File: config.mk
export PLATFORM = sky130hd
export DESIGN_NAME = trdfifo_ram
export DESIGN_NICKNAME = d
export VERILOG_FILES = /design/src/trdfifo_ram.sv
export SDC_FILE = /design/constraint.sdc
export NUM_CORES = 1
export LEC_CHECK = 0
export ABC_CLOCK_PERIOD_IN_PS = 2600
export BUFFER_PORTS_ARGS = -buffer_cell sky130_fd_sc_hd__buf_2
export CAP_MARGIN = 15
export CORE_MARGIN = 8
export CORE_UTILIZATION = 57
export CTS_BUF_LIST = sky130_fd_sc_hd__clkbuf_4 sky130_fd_sc_hd__clkbuf_8
export CTS_CLUSTER_DIAMETER = 200
export DETAILED_ROUTE_END_ITERATION = 8
export HOLD_SLACK_MARGIN = 0.02
export PLACE_DENSITY = 0.75
export SLEW_MARGIN = 20
export SYNTH_ARGS = -nofsm -noshare
export SYNTH_HDL_FRONTEND = slang
export SYNTH_SLANG_ARGS = --single-unit
File: constraint.sdc
create_clock -name clk -period 2.6 [get_ports clk]
set_clock_uncertainty 0.2 [all_clocks]
set_input_delay 0.26 -clock clk [delete_from_list [all_inputs] [get_ports clk]]
set_output_delay 0.26 -clock clk [all_outputs]
set_load 0.1 [all_outputs]
File: src/trdfifo_ram.sv
// ----------------------------------------------------------------------------
// trdfifo_ram
// Generic single-write, single-read synchronous RAM with registered read data.
// ----------------------------------------------------------------------------
module trdfifo_ram #(
  parameter int WIDTH = 8,
  parameter int DEPTH = 16,
  localparam int AW = (DEPTH > 1) ? $clog2(DEPTH) : 1
) (
  input  logic             clk,
  input  logic             we,
  input  logic [AW-1:0]    waddr,
  input  logic [WIDTH-1:0] wdata,
  input  logic             re,
  input  logic [AW-1:0]    raddr,
  output logic [WIDTH-1:0] rdata
);

  logic [WIDTH-1:0] mem [DEPTH];

  // Write port
  always_ff @(posedge clk) begin
    if (we) begin
      mem[waddr] <= wdata;
    end
  end

  // Read port, registered read data
  always_ff @(posedge clk) begin
    if (re) begin
      rdata <= mem[raddr];
    end
  end

endmodule

==> impl_metrics.ini <==
[status]
status = completed

[timing]
rsz0062_at_grt = false
tightest_slew_ns = 0.7667
period_minus_slack_ns = 1.708
final_max_slew_viol_count = 0
setup_viol_count_final = 0
setup_tns_ns = 0
finalHoldViolCount = 0
slew-limit-headroom = 0.4878
timing.final.ws_setup_ns = 0.8916
fin_crit_sh = 0.6571
fmax_mhz = 585.4

[setup_path]
critical-path-max-stage-delay_ns = 0.47
cp_num_cells = 3
worstPathMaxFanout = 1
cp_top_family = multiplexers
crit_slowest_cell = mux4_2
worst_r2r_path_depth = 3
crit_buf_inv = 0
path_cells = mux4_2 > a22oi_1 > nand2_1
setup.worst_path.start_class = register
critPathCaptureType = register
required_ns = 2.56
critical_path_class = register to register
arrival_ns = 1.67

[global_routing]
grt_pass1_wl_um = 14370
grt_max_degree = 33
grt-ovfl-total = 0
grt_pass1_vias = 2515
grt_usage = 0.1616
antenna_found_initial = 0

[cts]
cts_setup_buffers = 0
cts_sinks = 136
cts_tree = built
htreeDepth = 4
cts_hold_buffers = 7
cts_resized = 0
clockBufferDepth = 2
cts-root-buf = clkbuf_8
clock_latency_ns = 0.42
cts_inserted_buffers = 17
path_clk_slew_ns = 0.08

[finish]
n_antenna_cell = 0
drive_gt1_frac = 0.3079
finalNonFillerCells = 413
nNetsFinal = 308
area_delta_synth_final_pct = 16.08
postLayoutCellArea_um2 = 6068
final-seq-area_um2 = 4084
multi_input_area_um2 = 1057
fillCellCount = 567

[power]
max-vdd-ir-drop_v = 0.0004285
power_mw = 4.590
p_leak_nw = 2.055
p_per_area_nw_per_um2 = 756.4

[synthesis]
yosysUniqueCellTypes = 18
syn_inst = 229
seq_area_frac_synth = 0.7812
ys_seq_elements = 136
yosys_warnings = 0
syn_nets = 248
netlist_area_um2 = 5228
avgSynthCellArea_um2 = 22.83

[routing]
vias = 2493
drc = 0
antenna_left = 0
wl_per_cell_um = 23.38
routed_wirelength_um = 9655
dr.pass1.iters = 4
drt-vias-per-instance = 6.036
drt_iter0_markers = 291

[run]
maxCapViolations = 0

[hold_path]
whs_path_depth = 1
hold_path.class = input port to register

[floorplanning]
die_y_um = 111.8
rows = 35
floorplan.initialDensity = 0.5767
design.die.area_um2 = 12490
die_w_um = 111.8
io_pins = 27
coreArea_um2 = 9065

[place]
io_buffers = 26
hpwl_um = 5949
gp_congestion = 0.6851
placed_area_um2 = 5570
placed_cells = 374
dp_slack_ns = 0.5260
where the power goes:
group / switching [mW] / internal [mW] / total [mW]
logic: 0.201 / 0.102 / 0.303
clock network: 0.746 / 1.06 / 1.81
registers: 0.0141 / 2.47 / 2.48
sequential cells by signal (all words and copies together), names as in the netlist:
signal,cells
mem,128
rdata,8
per-stage QoR:
step,util,hold slack [ns]
3_3_place_gp,0.6145,0.4296
2_1_floorplan,-,0.1589
6_report,0.6694,0.03913
4_1_cts,0.6694,0.02097
5_1_grt,0.6694,0.02311
3_5_place_dp,0.6145,0.4405
logic make-up (layout without fill, tap and decap cells):
family,count (synthesis),after routing,synth area share
flops,136,136,0.7812
simple gates,35,35,0.03136
compound gates,16,16,0.02298
buf+inv,10,83,0.01651
mux,32,32,0.1479
synthesized netlist by cell type:
cell / instances / area [um^2]
edfxtp_1: 136 / 4084
mux4_2: 18 / 405.4
a22oi_1: 16 / 120.1
mux4_1: 14 / 367.9
nor2_1: 13 / 48.80
nand2_1: 9 / 33.78
nor3_1: 4 / 20.02
buf_2: 3 / 15.01
buf_6: 3 / 33.78
clkdlybuf4s25_2: 3 / 30.03
nand2b_1: 2 / 12.51
nand3b_1: 2 / 15.01
and2_1: 1 / 6.260
and2b_1: 1 / 7.510
buf_4: 1 / 7.510
nand3_1: 1 / 5.000
nor2b_1: 1 / 6.260
or3b_2: 1 / 8.760
layout by cell type, fill, tap and decap left out, types with 3 or more instances in the layout:
cell	synthesis	layout
buf_2	3	26
bufinv_16	0	4
buf_4	1	16
dlygate4sd3_1	0	7
clkbuf_8	0	17
nor3_1	4	4
mux4_1	14	14
a22oi_1	16	16
edfxtp_1	136	136
clkinv_4	0	3
mux4_2	18	18
nand2_1	9	9
nor2_1	13	13
final timing paths:
kind / startpoint / end / slack, ns
max: mem[3][7]$_DFFE_PP_ / rdata[7]$_DFFE_PP_ / 0.89
min: wdata[5] / mem[5][5]$_DFFE_PP_ / 0.04
min reg2reg: mem[12][3]$_DFFE_PP_ / rdata[3]$_DFFE_PP_ / 0.56
max reg2reg: mem[3][7]$_DFFE_PP_ / rdata[7]$_DFFE_PP_ / 0.89
final cells by class:
cell class	count	share of cell area
clock inverter	13	0.02948
clock buffer	19	0.04103
multi-input combinational	83	0.1742
timing repair buffer	51	0.05938
sequential	136	0.6730
tap	111	0.02289
per-layer routing:
layer | wire [um] | global-route usage | vias to the layer above
met3 | 690 | 0.04275 | 11
met4 | 125 | 0.06655 | 0
li1 | - | - | 1098
met2 | 4982 | 0.2532 | 113
met1 | 3856 | 0.2108 | 1271
met5 | 0 | 0 | -
No activity file was read; power rests on OpenSTA's default activity.
